$ cat config.mk
export PLATFORM = sky130hd
export DESIGN_NAME = ir_fsk_frame_transmitter_core
export DESIGN_NICKNAME = d
export VERILOG_FILES = /design/src/hdl/ifsk_pkg.sv /design/src/hdl/ifsk_frame_build.sv /design/src/hdl/ifsk_tx_engine.sv /design/src/hdl/ir_fsk_frame_transmitter_core.sv
export SDC_FILE = /design/constraint.sdc
export NUM_CORES = 1
export LEC_CHECK = 0
export BUFFER_PORTS_ARGS = -buffer_cell sky130_fd_sc_hd__buf_2
export CAP_MARGIN = 30
export CORE_MARGIN = 3
export CORE_UTILIZATION = 60
export DETAILED_ROUTE_END_ITERATION = 10
export PLACE_DENSITY_LB_ADDON = 0.12
export SYNTH_ARGS = -nofsm -noshare
export SYNTH_HDL_FRONTEND = slang
export SYNTH_SLANG_ARGS = --single-unit
$ cat constraint.sdc
create_clock -name clk -period 4 [get_ports clk]
set_clock_uncertainty 0.2 [all_clocks]
set_input_delay 0.2 -clock clk [delete_from_list [all_inputs] [get_ports clk]]
set_output_delay 0.2 -clock clk [all_outputs]
set_load 0.05 [all_outputs]
$ cat src/hdl/ifsk_pkg.sv
package ifsk_pkg;

  localparam int WORD_IN_W  = 8;
  localparam int INTERVAL_W = 16;
  localparam int TOGGLE_W   = 8;
  localparam int EMIT_W     = 4;
  localparam int SEL_W      = 2;
  localparam int CFG_IDX_W  = 3;
  localparam int CFG_DATA_W = 16;

  localparam logic [INTERVAL_W-1:0] IDLE_INTERVAL = 16'd100;
  localparam logic [EMIT_W-1:0]     ALL_EMITTERS  = 4'hF;
  localparam logic [EMIT_W-1:0]     ONE_EMITTER   = 4'h1;

  localparam logic FUNC_START = 1'b0;
  localparam logic FUNC_TICK  = 1'b1;

  typedef enum logic [CFG_IDX_W-1:0] {
    REG_MARK_INTERVAL  = 3'd0,
    REG_MARK_TOGGLES   = 3'd1,
    REG_SPACE_INTERVAL = 3'd2,
    REG_SPACE_TOGGLES  = 3'd3,
    REG_OMNI_MODE      = 3'd4,
    REG_EMITTER_SELECT = 3'd5
  } reg_idx_t;

  typedef struct packed {
    logic [INTERVAL_W-1:0] mark_interval;
    logic [TOGGLE_W-1:0]   mark_toggles;
    logic [INTERVAL_W-1:0] space_interval;
    logic [TOGGLE_W-1:0]   space_toggles;
  } timing_t;

  typedef struct packed {
    timing_t          timing;
    logic             omni_mode;
    logic [SEL_W-1:0] emitter_select;
  } cfg_t;

  typedef struct packed {
    logic [EMIT_W-1:0]     emitter_levels;
    logic [INTERVAL_W-1:0] timer_interval;
    logic                  done_res;
    logic                  busy_res;
  } res_t;

endpackage

$ cat src/hdl/ifsk_frame_build.sv
module ifsk_frame_build #(
  parameter int WORD_BITS = 8
) (
  input  logic [ifsk_pkg::WORD_IN_W-1:0] word_value,
  output logic [WORD_BITS+3:0]           frame_bits
);

  localparam int EXT_W = (WORD_BITS > ifsk_pkg::WORD_IN_W) ? WORD_BITS : ifsk_pkg::WORD_IN_W;
  localparam int CNT_W = $clog2(WORD_BITS + 1);

  logic [EXT_W-1:0]     word_ext;
  logic [WORD_BITS-1:0] w;
  logic [CNT_W-1:0]     spaces;
  logic [1:0]           chk;

  // missing high word bits read as zero (marks)
  assign word_ext = EXT_W'(word_value);
  assign w        = word_ext[WORD_BITS-1:0];

  always_comb begin
    spaces = '0;
    for (int i = 0; i < WORD_BITS; i++) begin
      spaces = spaces + CNT_W'(w[i]);
    end
  end

  assign chk = 2'd0 - spaces[1:0];

  always_comb begin
    frame_bits = '0;
    for (int k = 0; k < WORD_BITS; k++) begin
      frame_bits[2+k] = w[WORD_BITS-1-k];
    end
    // checksum goes out high bit first
    frame_bits[WORD_BITS+2] = chk[1];
    frame_bits[WORD_BITS+3] = chk[0];
  end

endmodule

$ cat src/hdl/ifsk_tx_engine.sv
module ifsk_tx_engine #(
  parameter int WORD_BITS = 8
) (
  input  logic                          clk,
  input  logic                          rst,
  input  logic                          advance,
  input  logic                          func,
  input  logic [ifsk_pkg::WORD_IN_W-1:0] word_value,
  input  ifsk_pkg::cfg_t                cfg,
  output ifsk_pkg::res_t                res
);

  localparam int FRAME_BITS = WORD_BITS + 4;
  localparam int POS_W      = $clog2(FRAME_BITS + 1);
  localparam int IDX_W      = $clog2(FRAME_BITS);
  localparam int TW         = ifsk_pkg::TOGGLE_W;

  logic [FRAME_BITS-1:0]           built;
  logic [FRAME_BITS-1:0]           frame_bits, frame_bits_next;
  logic [POS_W-1:0]                bit_position, bit_position_next;
  logic                            pulse_level, pulse_level_next;
  logic [TW-1:0]                   toggle_count, toggle_count_next;
  logic [TW-1:0]                   toggle_limit, toggle_limit_next;
  logic [ifsk_pkg::INTERVAL_W-1:0] current_interval, current_interval_next;
  logic [ifsk_pkg::EMIT_W-1:0]     emitter_state, emitter_state_next;
  logic                            sending, sending_next;
  logic                            finished, finished_next;
  ifsk_pkg::timing_t               lat, lat_next;

  logic [TW:0]                     cnt_inc;
  logic [ifsk_pkg::EMIT_W-1:0]     mask;
  logic                            space;

  ifsk_frame_build #(.WORD_BITS(WORD_BITS)) u_build (
    .word_value (word_value),
    .frame_bits (built)
  );

  assign cnt_inc = {1'b0, toggle_count} + (TW+1)'(1);
  assign mask    = cfg.omni_mode ? ifsk_pkg::ALL_EMITTERS
                                 : (ifsk_pkg::ONE_EMITTER << cfg.emitter_select);
  assign space   = frame_bits[bit_position[IDX_W-1:0]];

  always_comb begin
    frame_bits_next       = frame_bits;
    bit_position_next     = bit_position;
    pulse_level_next      = pulse_level;
    toggle_count_next     = toggle_count;
    toggle_limit_next     = toggle_limit;
    current_interval_next = current_interval;
    emitter_state_next    = emitter_state;
    sending_next          = sending;
    finished_next         = finished;
    lat_next              = lat;
    if (advance) begin
      if (func == ifsk_pkg::FUNC_START) begin
        // first frame bit is always a mark: load it right away
        frame_bits_next       = built;
        lat_next              = cfg.timing;
        finished_next         = 1'b0;
        pulse_level_next      = 1'b0;
        sending_next          = 1'b1;
        toggle_count_next     = '0;
        current_interval_next = cfg.timing.mark_interval;
        toggle_limit_next     = cfg.timing.mark_toggles;
        bit_position_next     = POS_W'(1);
      end else if (sending) begin
        if (!pulse_level) begin
          emitter_state_next = emitter_state | mask;
        end else begin
          emitter_state_next = emitter_state & ~mask;
        end
        pulse_level_next  = ~pulse_level;
        toggle_count_next = cnt_inc[TW-1:0];
        if (cnt_inc >= {1'b0, toggle_limit}) begin
          if (bit_position < POS_W'(FRAME_BITS)) begin
            toggle_count_next     = '0;
            current_interval_next = space ? lat.space_interval : lat.mark_interval;
            toggle_limit_next     = space ? lat.space_toggles : lat.mark_toggles;
            bit_position_next     = bit_position + POS_W'(1);
          end else begin
            emitter_state_next    = '0;
            finished_next         = 1'b1;
            current_interval_next = ifsk_pkg::IDLE_INTERVAL;
            sending_next          = 1'b0;
          end
        end
      end
    end
  end

  always_ff @(posedge clk) begin
    if (rst) begin
      frame_bits       <= '0;
      bit_position     <= '0;
      pulse_level      <= 1'b0;
      toggle_count     <= '0;
      toggle_limit     <= '0;
      current_interval <= ifsk_pkg::IDLE_INTERVAL;
      emitter_state    <= '0;
      sending          <= 1'b0;
      finished         <= 1'b0;
      lat              <= '0;
    end else begin
      frame_bits       <= frame_bits_next;
      bit_position     <= bit_position_next;
      pulse_level      <= pulse_level_next;
      toggle_count     <= toggle_count_next;
      toggle_limit     <= toggle_limit_next;
      current_interval <= current_interval_next;
      emitter_state    <= emitter_state_next;
      sending          <= sending_next;
      finished         <= finished_next;
      lat              <= lat_next;
    end
  end

  // result word carries the state after this item
  always_ff @(posedge clk) begin
    if (advance) begin
      res.emitter_levels <= emitter_state_next;
      res.timer_interval <= current_interval_next;
      res.done_res       <= finished_next;
      res.busy_res       <= sending_next;
    end
  end

`ifndef SYNTH
  a_busy_done_excl: assert property (@(posedge clk) disable iff (rst)
    !(sending && finished))
    else $error("busy and done both set");

  a_idle_dark: assert property (@(posedge clk) disable iff (rst)
    !sending |-> (emitter_state == '0))
    else $error("emitter lit while idle");

  a_pos_range: assert property (@(posedge clk) disable iff (rst)
    sending |-> (bit_position != '0) && (bit_position <= POS_W'(FRAME_BITS)))
    else $error("bit position out of frame");

  a_done_interval: assert property (@(posedge clk) disable iff (rst)
    $rose(finished) |-> (current_interval == ifsk_pkg::IDLE_INTERVAL))
    else $error("frame end without idle interval");
`endif

endmodule

$ cat src/hdl/ir_fsk_frame_transmitter_core.sv
// Path: an accepted input word goes through the input register, then the result register,
//   to its result word; the frame state updates in the same cycle as the result.
// Throughput: one word per cycle, start or tick, while the output does not stall, as the
//   next-state logic of the transmit engine is combinational; output stalls back up into the input register.
// Reset: synchronous, active high; clears the frame state, sets interval to 100,
//   and returns the configuration registers to their defaults (omni mode on).
module ir_fsk_frame_transmitter_core #(
  parameter int WORD_BITS = 8
) (
  input  logic                            clk,
  input  logic                            rst,
  input  logic                            s_axis_tvalid,
  output logic                            s_axis_tready,
  input  logic [7:0]                      s_axis_tdata,   // [7:0] word_value
  input  logic                            s_axis_tuser,   // [0] func
  output logic                            m_axis_tvalid,
  input  logic                            m_axis_tready,
  // [3:0] emitter_levels, [19:4] timer_interval, [20] done_res, [21] busy_res
  output logic [23:0]                     m_axis_tdata,
  input  logic                            cfg_we,
  input  logic [ifsk_pkg::CFG_IDX_W-1:0]  cfg_addr,
  input  logic [ifsk_pkg::CFG_DATA_W-1:0] cfg_data
);

  logic                           in_valid;
  logic                           in_func;
  logic [ifsk_pkg::WORD_IN_W-1:0] in_word;
  logic                           out_valid;
  logic                           advance;
  ifsk_pkg::cfg_t                 cfg;
  ifsk_pkg::res_t                 res;

  assign advance       = in_valid && (!out_valid || m_axis_tready);
  assign s_axis_tready = !in_valid || advance;

  always_ff @(posedge clk) begin
    if (rst) begin
      in_valid  <= 1'b0;
      out_valid <= 1'b0;
    end else begin
      if (s_axis_tvalid && s_axis_tready) begin
        in_valid <= 1'b1;
      end else if (advance) begin
        in_valid <= 1'b0;
      end
      if (advance) begin
        out_valid <= 1'b1;
      end else if (m_axis_tready) begin
        out_valid <= 1'b0;
      end
    end
  end

  always_ff @(posedge clk) begin
    if (s_axis_tvalid && s_axis_tready) begin
      in_func <= s_axis_tuser;
      in_word <= s_axis_tdata;
    end
  end

  always_ff @(posedge clk) begin
    if (rst) begin
      cfg <= '{timing: '0, omni_mode: 1'b1, emitter_select: '0};
    end else if (cfg_we) begin
      unique case (ifsk_pkg::reg_idx_t'(cfg_addr))
        ifsk_pkg::REG_MARK_INTERVAL:  cfg.timing.mark_interval  <= cfg_data;
        ifsk_pkg::REG_MARK_TOGGLES:   cfg.timing.mark_toggles   <= cfg_data[7:0];
        ifsk_pkg::REG_SPACE_INTERVAL: cfg.timing.space_interval <= cfg_data;
        ifsk_pkg::REG_SPACE_TOGGLES:  cfg.timing.space_toggles  <= cfg_data[7:0];
        ifsk_pkg::REG_OMNI_MODE:      cfg.omni_mode             <= cfg_data[0];
        ifsk_pkg::REG_EMITTER_SELECT: cfg.emitter_select        <= cfg_data[1:0];
        default: ;
      endcase
    end
  end

  ifsk_tx_engine #(.WORD_BITS(WORD_BITS)) u_engine (
    .clk        (clk),
    .rst        (rst),
    .advance    (advance),
    .func       (in_func),
    .word_value (in_word),
    .cfg        (cfg),
    .res        (res)
  );

  assign m_axis_tvalid = out_valid;
  assign m_axis_tdata  = {2'b00, res.busy_res, res.done_res, res.timer_interval,
                          res.emitter_levels};

endmodule
==> impl_metrics.yaml, run 1 <==
die:
  pin_count: 59
  num_rows: 40
  start_util_pct: 62.7
  die-width_um: 119
  chipHeight_um: 119
  dieArea_mm2: 0.0142
  core_area_mm2: 0.0123
setup_path:
  worst_r2r_path_depth: 11
  critPathSlowestCell: "dfxtp_1"
  worstReg2RegStart: "u_engine.toggle_count[0]"
  cp_slowest_stage_delay_ps: 400
  worst-path-max-fanout: 14
  required_ps: 4140
  cp_cell_sequence: "ha_1, and4_1, nand2_1, xnor2_1, ha_1, and3_1, o211ai_1, o21ai_1, a21bo_2, nand2_1, o32ai_1"
  r2r_end: "u_engine.toggle_limit[1]"
  start_kind: "register"
  worstSetupPathType: "reg2reg"
  crit_arrival_ps: 3580
  r2r_slack_ps: 550
  worstSetupEndpointType: "register"
global_route:
  grt.total_usage_pct: 26.6
  grt_pass1_wl_mm: 30.0
  grt_pass1_vias: 5881
  grt_max_degree: 76
  grt.overflow.total: 0
  antenna_found_initial: 0
timing:
  rsz0062_at_grt: "no"
  fin_tns_setup_ps: 0
  final_hold_viol_count: 0
  layout_min_cycle_time_ps: 3450
  fmax_mhz: 290
  fin_crit_sh_pct: 86.2
  maxSlewViolCount: 0
  max_slew_margin_pct: 31.4
  finalSetupViolCount: 0
  worstMarginPinSlew_ps: 1030
logic_synthesis:
  syn_avg_cell_area_um2: 8.79
  seq_area_frac_synth_pct: 52.2
  synth-simple-area-share_pct: 19.6
  synth_compound_area_share_pct: 18.1
  synth_area_mm2: 0.00769
  ys_ff_latch: 185
  syn_inst: 875
  synth-edff-count: 31
  synth_top_family_by_area: "simple AND/OR/NAND/NOR gates"
  synth_ff_type: "dfxtp_1"
  synth_mux_area_share_pct: 2.85
  yosys.cell_types.count: 66
  async_flop_share_pct: 0
  synthXorXnorAreaFrac_pct: 0.911
  yosys_warnings: 0
  synth_fa_ha_area_share_pct: 2.64
pwr:
  power.density_mw_per_mm2: 432
  ir_worst_vdd_uv: 314
  p_leak_nw: 3.24
run_status:
  status: "completed"
clock_network:
  numCtsBuffers: 17
  cts_tree: "yes"
  cts-root-buf: "clkbuf_16"
  cts_buffer_depth: 2
  clk_pin_slew_ps: 70
  htree_levels: 4
  clkLatencyLatePin_ps: 430
  cts_resized: 0
  cts.sinks: 185
routing:
  via_count: 6420
  routed_wl_mm: 18.5
  ant_nets: 0
  dr.pass1.iters: 5
  avgRoutedWirePerCell_um: 16.5
  drtIter0Drc: 655
  drc: 0
  vias_per_cell: 5.73
hold_path:
  holdPathEnd: "cfg[15]"
  hold_path_class: "in2reg"
  min_from: "cfg_addr[0]"
  worstHoldPathCells: 4
final_layout:
  antenna_cells: 0
  synthToLayoutAreaGrowth_pct: 15.7
  layout-drive-gt1-share_pct: 12.6
  finalNetCount: 988
  stdcell_area_mm2: 0.00889
placed_design:
  gp_congestion: 0.877
  dpl.hpwl_mm: 12.4
  place_area_mm2: 0.00804
  port_buffers: 56
run:
  maxCapViolCount: 0
[cell families (layout without fill, tap and decap cells)]
group | Yosys count | after routing
mux | 18 | 18
fa+ha+maj | 15 | 15
flops | 185 | 185
xor+xnor | 8 | 8
buf+inv | 67 | 144
other cells | 1 | 2
compound gates | 231 | 231
simple gates | 350 | 350
[how the worst max path moves through the flow]
stage / startpoint / slack, ps / endpoint
after global placement: u_engine.toggle_count[0] / 500 / u_engine.res[10]
after floorplan: u_engine.toggle_count[0] / 910 / u_engine.res[17]
after detailed placement: u_engine.toggle_count[0] / 330 / u_engine.res[15]
final: u_engine.toggle_count[0] / 550 / u_engine.toggle_limit[1]
after CTS: u_engine.toggle_count[0] / 290 / u_engine.current_interval[12]
after global routing: u_engine.toggle_count[0] / 250 / u_engine.toggle_limit[6]
[cell type report]
class,instances,area (um2)
clock buffers,24,503
clock inverters,8,56.3
fillers,913,3370
inverters,20,75.1
multi-input cells,624,3410
flip-flops and latches,185,4010
well taps,168,210
repair buffers,92,629
[registers in the layout, indices dropped and copies added, names as in the netlist]
signal	count
u_engine.pulse_level	1
u_engine.toggle_limit	8
u_engine.sending	1
u_engine.res	22
cfg	51
u_engine.toggle_count	8
u_engine.bit_position	4
u_engine.emitter_state	4
u_engine.finished	1
u_engine.current_interval	16
in_word	8
u_engine.lat	48
m_axis_tvalid	1
u_engine.frame_bits	10
in_valid	1
in_func	1
[Yosys cell counts (2+ instances only)]
library cell	number	area, um2
or3_1	2	12.5
nand2b_1	2	12.5
o21ai_0	21	105
a21boi_0	2	15.0
edfxtp_1	31	931
ha_1	13	163
and2_1	8	50.1
dfxtp_1	154	3080
a21oi_2	2	17.5
nand2_1	252	946
inv_2	2	7.51
o21ai_1	6	30.0
a22oi_1	6	45.0
or2_2	3	18.8
nor2_1	31	116
and2_0	2	12.5
and3_1	4	25.0
a311oi_1	2	17.5
buf_1	3	11.3
o22ai_1	9	56.3
o32ai_1	11	96.3
clkbuf_1	35	131
buf_2	5	25.0
mux2i_1	11	110
nor3_1	5	25.0
nand3_1	20	100
nor2b_1	4	25.0
inv_1	18	67.6
and4_1	2	17.5
nor3_2	2	20.0
buf_4	2	15.0
o211ai_1	7	52.6
mux2_4	5	75.1
a21o_1	16	120
a21boi_1	2	15.0
nor2_2	3	18.8
buf_6	2	22.5
a21oi_1	119	596
a31oi_1	16	100
fa_1	2	40.0
xnor2_1	7	61.3
nand4_1	2	12.5
[timing repair]
item / in CTS / in global routing
endpoints found under the hold margin: 61 / 0
endpoints found under the setup margin: 0 / 6
setup buffers: 0 / 1
hold buffers: 29 / 0
[report_power, final]
| part | switching [mW] | total [mW] | leakage [nW] | internal [mW] |
|---|---|---|---|---|
| Sequential | 0.0278 | 1.96 | 1.55 | 1.93 |
| Clock | 0.700 | 1.59 | 0.278 | 0.886 |
| Combinational | 0.196 | 0.298 | 1.42 | 0.102 |
| Total | 0.923 | 3.84 | 3.24 | 2.92 |
[stage by stage]
step | util, % | std cells | hold slack [ps] | power [mW] | worst slack (ps)
3_5_place_dp | 65.5 | 1059 | 178 | 2.27 | 326
2_1_floorplan | - | 876 | 98.9 | 2.19 | 908
6_report | 72.5 | 1121 | 26.6 | 3.84 | 553
3_3_place_gp | 65.4 | 1058 | 178 | 2.26 | 497
4_1_cts | 72.5 | 1120 | 12.9 | 3.85 | 291
5_1_grt | 72.5 | 1121 | 55.6 | 3.98 | 253
[critical path: cells and delay by family, from the launching register on]
family	cells	cell delay (ps)
xor+xnor	1	150
compound gates	4	1200
flops	1	400
simple gates	4	810
fa+ha+maj	2	580
[layout by cell type, fill, tap and decap left out, drive strengths merged, types with 23 or more instances in the layout]
cell type	n
nand2	252
dfxtp	154
a21oi	121
buf	63
nor2	34
edfxtp	31
dlygate4sd3	29
o21ai	27
clkbuf	24
inv	23
[layer usage]
metal  global-route usage [%]  vias up  wire length [um]
met4                     8.04        0               240
met1                     38.9     3005              8610
met5                        0        -                 0
met2                     38.8      243              8280
met3                     6.93       25              1370
li1                         -     3147                 -
No activity file was read; power rests on OpenSTA's default activity.
==> inputs of run 2 (changes only) <==
--- a/config.mk
+++ b/config.mk
@@ -11,6 +11,7 @@
 export CORE_UTILIZATION = 60
 export DETAILED_ROUTE_END_ITERATION = 10
 export PLACE_DENSITY_LB_ADDON = 0.12
+export REMOVE_ABC_BUFFERS = 1
 export SYNTH_ARGS = -nofsm -noshare
 export SYNTH_HDL_FRONTEND = slang
 export SYNTH_SLANG_ARGS = --single-unit
==> run 2 against run 1 <==
Wire length grew 2.5%. Critical endpoint is now u_engine.toggle_limit[3]. Register-to-register slack is essentially flat. Non-clock buffer count grew 1. Via count grew 2.3%. Critical path type unchanged.
==> impl_metrics.yaml, run 2 (same netlist as run 1, synthesis figures left out) <==
run_status:
  status: "completed"
global_route:
  grt_pass1_wl_mm: 31.6
  busiest_layer: "met2"
  grt.overflow.total: 0
  use_met2_pct: 45.4
  grt_max_degree: 70
  grt_use_met3_pct: 5.13
  antenna_found_initial: 0
  grt_pass1_vias: 6402
  grt.total_usage_pct: 27.8
  grt_use_met1_pct: 37.7
timing:
  worstMarginPinSlew_ps: 959
  fin_tns_setup_ps: 0
  fin_ws_ps: 545
  fin_crit_sh_pct: 86.4
  fmax_mhz: 289
  maxSlewViolCount: 0
  max_slew_margin_pct: 36.0
  rsz0062_at_grt: "no"
  finalSetupViolCount: 0
  final_hold_viol_count: 0
  layout_min_cycle_time_ps: 3450
die:
  core_area_mm2: 0.0123
  chipHeight_um: 119
  die-width_um: 119
  num_rows: 40
  dieArea_mm2: 0.0142
  pin_count: 59
  start_util_pct: 62.7
clock_network:
  cts_tree: "yes"
  cts_resized: 0
  clkLatencyLatePin_ps: 430
  clk_pin_slew_ps: 70
  cts_buffer_depth: 2
  numCtsBuffers: 17
  ctsHoldBuffers: 27
  htree_levels: 4
  cts.sinks: 185
  post-cts-setup-buffers: 0
  cts-root-buf: "clkbuf_16"
final_layout:
  final_common_cell: "nand2_1"
  largest_register_ffs: 51
  synthToLayoutAreaGrowth_pct: 16.2
  layout_common_cells: "nand2_1, dfxtp_1, a21oi_1, buf_2"
  stdcell_area_mm2: 0.00893
  antenna_cells: 0
  final_core_util_pct: 72.9
  layout-drive-gt1-share_pct: 13.0
  finalNetCount: 989
  reg.largest.list: "cfg: 51 flops, u_engine.lat: 48 flops, u_engine.res: 22 flops"
  top_register: "cfg"
placed_design:
  port_buffers: 56
  pre_cts_ws_ps: 613
  dpl.hpwl_mm: 12.6
  gp_congestion: 0.894
  place_area_mm2: 0.00808
setup_path:
  r2r_slack_ps: 550
  worst-path-max-fanout: 14
  path_buf_inv: 0
  worst_r2r_path_depth: 11
  required_ps: 4110
  cp_cell_sequence: "ha_1, and4_1, nand2_1, xnor2_1, ha_1, and3_1, o211ai_1, o21ai_1, a21bo_2, nand2_1, o32ai_1"
  cp_slowest_stage_delay_ps: 410
  worstSetupPathType: "reg2reg"
  critPathSlowestCell: "o32ai_1"
  cpLargestDelayFamily: "compound AO/OA/AOI/OAI gates"
  worstReg2RegStart: "u_engine.toggle_count[0]"
  r2r_end: "u_engine.toggle_limit[3]"
  start_kind: "register"
  worstSetupEndpointType: "register"
  crit_arrival_ps: 3570
hold_path:
  worstHoldPathCells: 4
  min_from: "cfg_addr[2]"
  hold_path_class: "in2reg"
  holdPathEnd: "cfg[2]"
routing:
  via_count: 6567
  dr.pass1.iters: 5
  routed_wl_mm: 19.0
  drtIter0Drc: 735
  ant_nets: 0
  avgRoutedWirePerCell_um: 16.9
  drc: 0
  vias_per_cell: 5.85
pwr:
  power_mw: 3.89
  ir_worst_vdd_uv: 292
  p_leak_nw: 3.27
  power.density_mw_per_mm2: 436
run:
  maxCapViolCount: 0
-- run 2: changes by cell type in the layout (fill, tap and decap cells not counted), sizes merged --
cell,before,now
clkbuf,24,21
clkinv,4,5
dlygate4sd3,29,27
inv,23,24
bufinv,0,1
buf,63,66
-- run 2: final cells by class --
class                           instances  area (um2)
Sequential cell                       185        4010
Multi-Input combinational cell        624        3410
Fill cell                             937        3330
Timing Repair Buffer                   93         648
Clock buffer                           21         472
Tap cell                              168         210
Clock inverter                         11         109
Inverter                               20        75.1
-- run 2: routing by layer --
metal / part of all wire [%] / vias up
li1: - / 3153
met1: 42 / 3103
met2: 49 / 273
met3: 7.3 / 38
met4: 1.5 / 0
met5: 0 / -
-- run 2: how the worst max path moves through the flow --
| stage | startpoint | end | slack (ps) | depth (start not counted) |
|---|---|---|---|---|
| 2_1_floorplan | m_axis_tvalid | u_engine.toggle_limit[0] | 60 | 6 |
| 4_1_cts | u_engine.toggle_count[0] | u_engine.toggle_limit[3] | 580 | 11 |
| 5_1_grt | u_engine.toggle_count[0] | u_engine.toggle_limit[3] | 330 | 11 |
| 3_3_place_gp | u_engine.toggle_count[0] | u_engine.res[16] | 840 | 12 |
| 6_report | u_engine.toggle_count[0] | u_engine.toggle_limit[3] | 550 | 11 |
| 3_5_place_dp | u_engine.toggle_count[0] | u_engine.toggle_limit[3] | 610 | 11 |
-- run 2: per-stage QoR --
step	hold slack [ps]	instances
floorplan	69.1	829
global placement	176	1062
detailed placement	178	1063
CTS	5.82	1122
global route	31.6	1122
finish	8.63	1122
-- run 2: worst reg2reg max path: stages, from the launching register on --
cell and delay [ps]:
dfxtp_1 400, ha_1 270, and4_1 290, nand2_1 110
xnor2_1 150, ha_1 300, and3_1 190, o211ai_1 140
o21ai_1 290, a21bo_2 360, nand2_1 250, o32ai_1 410
-- run 2: where the power goes --
part / switching [mW] / internal (mW)
logic: 0.199 / 0.106
registers: 0.0273 / 1.93
clock network: 0.707 / 0.921
==> inputs of run 3 (changes only) <==
--- a/config.mk
+++ b/config.mk
@@ -5,7 +5,7 @@
 export SDC_FILE = /design/constraint.sdc
 export NUM_CORES = 1
 export LEC_CHECK = 0
-export BUFFER_PORTS_ARGS = -buffer_cell sky130_fd_sc_hd__buf_2
+export BUFFER_PORTS_ARGS = -buffer_cell sky130_fd_sc_hd__clkbuf_2
 export CAP_MARGIN = 30
 export CORE_MARGIN = 3
 export CORE_UTILIZATION = 60
==> run 3 against run 2 <==
Clock power about the same. Wire length rose by 1.1%. Worst hold slack better by 88 ps. Sequential share of layout area decreased by 0.094 points. Sequential cell count stayed put. Via count decreased by 0.11%. Utilization up 0.15 points. Die area is the same. Critical path type unchanged. Critical endpoint is now u_engine.toggle_limit[0]. Highest routed layer unchanged.
==> impl_metrics.yaml, run 3 (same netlist as run 1, synthesis figures left out) <==
die:
  num_rows: 40
  dieArea_mm2: 0.0142
  start_util_pct: 62.7
  core_area_mm2: 0.0123
  die-width_um: 119
  chipHeight_um: 119
  pin_count: 59
setup_path:
  start_kind: "register"
  setup.worst_path.start: "u_engine.toggle_count[0]"
  worstSetupPathType: "reg2reg"
  worstSetupEndpointType: "register"
  worst-path-max-fanout: 14
  r2r_slack_ps: 540
  required_ps: 4120
  worst_r2r_path_depth: 11
  worstReg2RegStart: "u_engine.toggle_count[0]"
  crit_arrival_ps: 3590
  r2r_end: "u_engine.toggle_limit[0]"
  endpoint: "u_engine.toggle_limit[0]"
clock_network:
  cts-root-buf: "clkbuf_16"
  post-cts-setup-buffers: 0
  cts.sinks: 185
  clk_pin_slew_ps: 60
  clkLatencyLatePin_ps: 420
  cts_tree: "yes"
  numCtsBuffers: 17
  cts_buffer_depth: 2
  htree_levels: 4
run_status:
  status: "completed"
global_route:
  grt_max_degree: 68
  antenna_found_initial: 0
  grt_use_met3_pct: 6.93
  grt.total_usage_pct: 27.4
  grt_pass1_wl_mm: 31.2
  busiest_layer: "met2"
  grt_pass1_vias: 6397
  grt_use_met1_pct: 35.7
  use_met2_pct: 44.6
  grt.overflow.total: 0
routing:
  drc: 0
  avgRoutedWirePerCell_um: 17.1
  via_count: 6560
  routed_wl_mm: 19.2
  dr.pass1.iters: 6
  ant_nets: 0
  drtIter0Drc: 482
  vias_per_cell: 5.84
timing:
  finalSetupViolCount: 0
  fmax_mhz: 289
  fin_tns_setup_ps: 0
  worstMarginPinSlew_ps: 948
  final_hold_viol_count: 0
  max_slew_margin_pct: 36.8
  fin_crit_sh_pct: 86.6
  holdWs_ps: 96.7
  rsz0062_at_grt: "no"
  layout_min_cycle_time_ps: 3460
  maxSlewViolCount: 0
  fin_ws_ps: 535
final_layout:
  n_fill_cell: 942
  top_register: "cfg"
  layout_common_cells: "nand2_1, dfxtp_1, a21oi_1, clkbuf_2"
  reg.largest.list: "cfg: 51 flops, u_engine.lat: 48 flops, u_engine.res: 22 flops"
  antenna_cells: 0
  layout-drive-gt1-share_pct: 12.8
  final_common_cell: "nand2_1"
  synthToLayoutAreaGrowth_pct: 16.4
  finalNonFillerCells: 1123
  largest_register_ffs: 51
  finalNetCount: 991
  final_core_util_pct: 73.0
pwr:
  p_leak_nw: 3.29
  power.density_mw_per_mm2: 439
  ir_worst_vdd_uv: 372
placed_design:
  place_inst: 1062
  port_buffers: 56
  pre_cts_ws_ps: 650
  dpl.hpwl_mm: 12.7
  gp_congestion: 0.871
hold_path:
  hold_path_class: "in2reg"
run:
  maxCapViolCount: 0
run 3: changes by cell type in the layout (fill, tap and decap cells not counted), sizes merged:
cell | before | now
clkbuf | 21 | 80
inv | 24 | 21
clkinvlp | 1 | 0
buf | 66 | 10
clkinv | 5 | 4
dlygate4sd3 | 27 | 30
run 3: critical path: stages (launching register included):
cell and delay (ps):
dfxtp_1 400, ha_1 280, and4_1 290, nand2_1 110
xnor2_1 150, ha_1 310, and3_1 190, o211ai_1 130
o21ai_1 320, a21bo_2 370, nand2_1 240, o32ai_1 370
run 3: worst min-delay path by stage:
stage | from | to | slack (ps) | cells past startpoint
after CTS | cfg_addr[1] | cfg[2] | 90 | 5
after global routing | cfg_addr[1] | cfg[2] | 150 | 5
after detailed placement | s_axis_tdata[4] | in_word[4] | 180 | 1
final | cfg_addr[1] | cfg[2] | 100 | 5
after floorplan | rst | cfg[10] | 70 | 1
after global placement | s_axis_tdata[7] | in_word[7] | 180 | 1
run 3: where the power goes:
part	internal [mW]	total, mW	switching, mW	leakage, nW
sequential	1.93	1.96	0.0278	1.55
clock	0.994	1.66	0.670	0.300
combinational	0.104	0.302	0.198	1.44
run 3: final cells by class:
type,instances,area (um2),share of cell area [%]
multi-input combinational,624,3410,38.0
inverter,20,75.1,0.839
timing repair buffer,95,651,7.27
clock buffer,25,538,6.01
tap,168,210,2.35
clock inverter,6,58.8,0.657
sequential,185,4010,44.8
run 3: stage by stage:
step | power (mW) | instance area, um2
floorplan | 2.17 | 7490
global placement | 2.27 | 8060
detailed placement | 2.28 | 8060
CTS | 3.94 | 8950
global route | 4.06 | 8950
finish | 3.93 | 8950
run 3: what timing repair did:
action | 4_1_cts | 5_1_grt
hold endpoints to repair | 64 | 0
setup endpoints to repair | 0 | 0
gates resized for setup | 0 | 0
hold buffers | 30 | 0
run 3: layer usage:
layer	routed length (um)	share of wire (%)
met1	8270	43
met2	9190	48
met3	1390	7.2
met4	343	1.8
met5	0	0
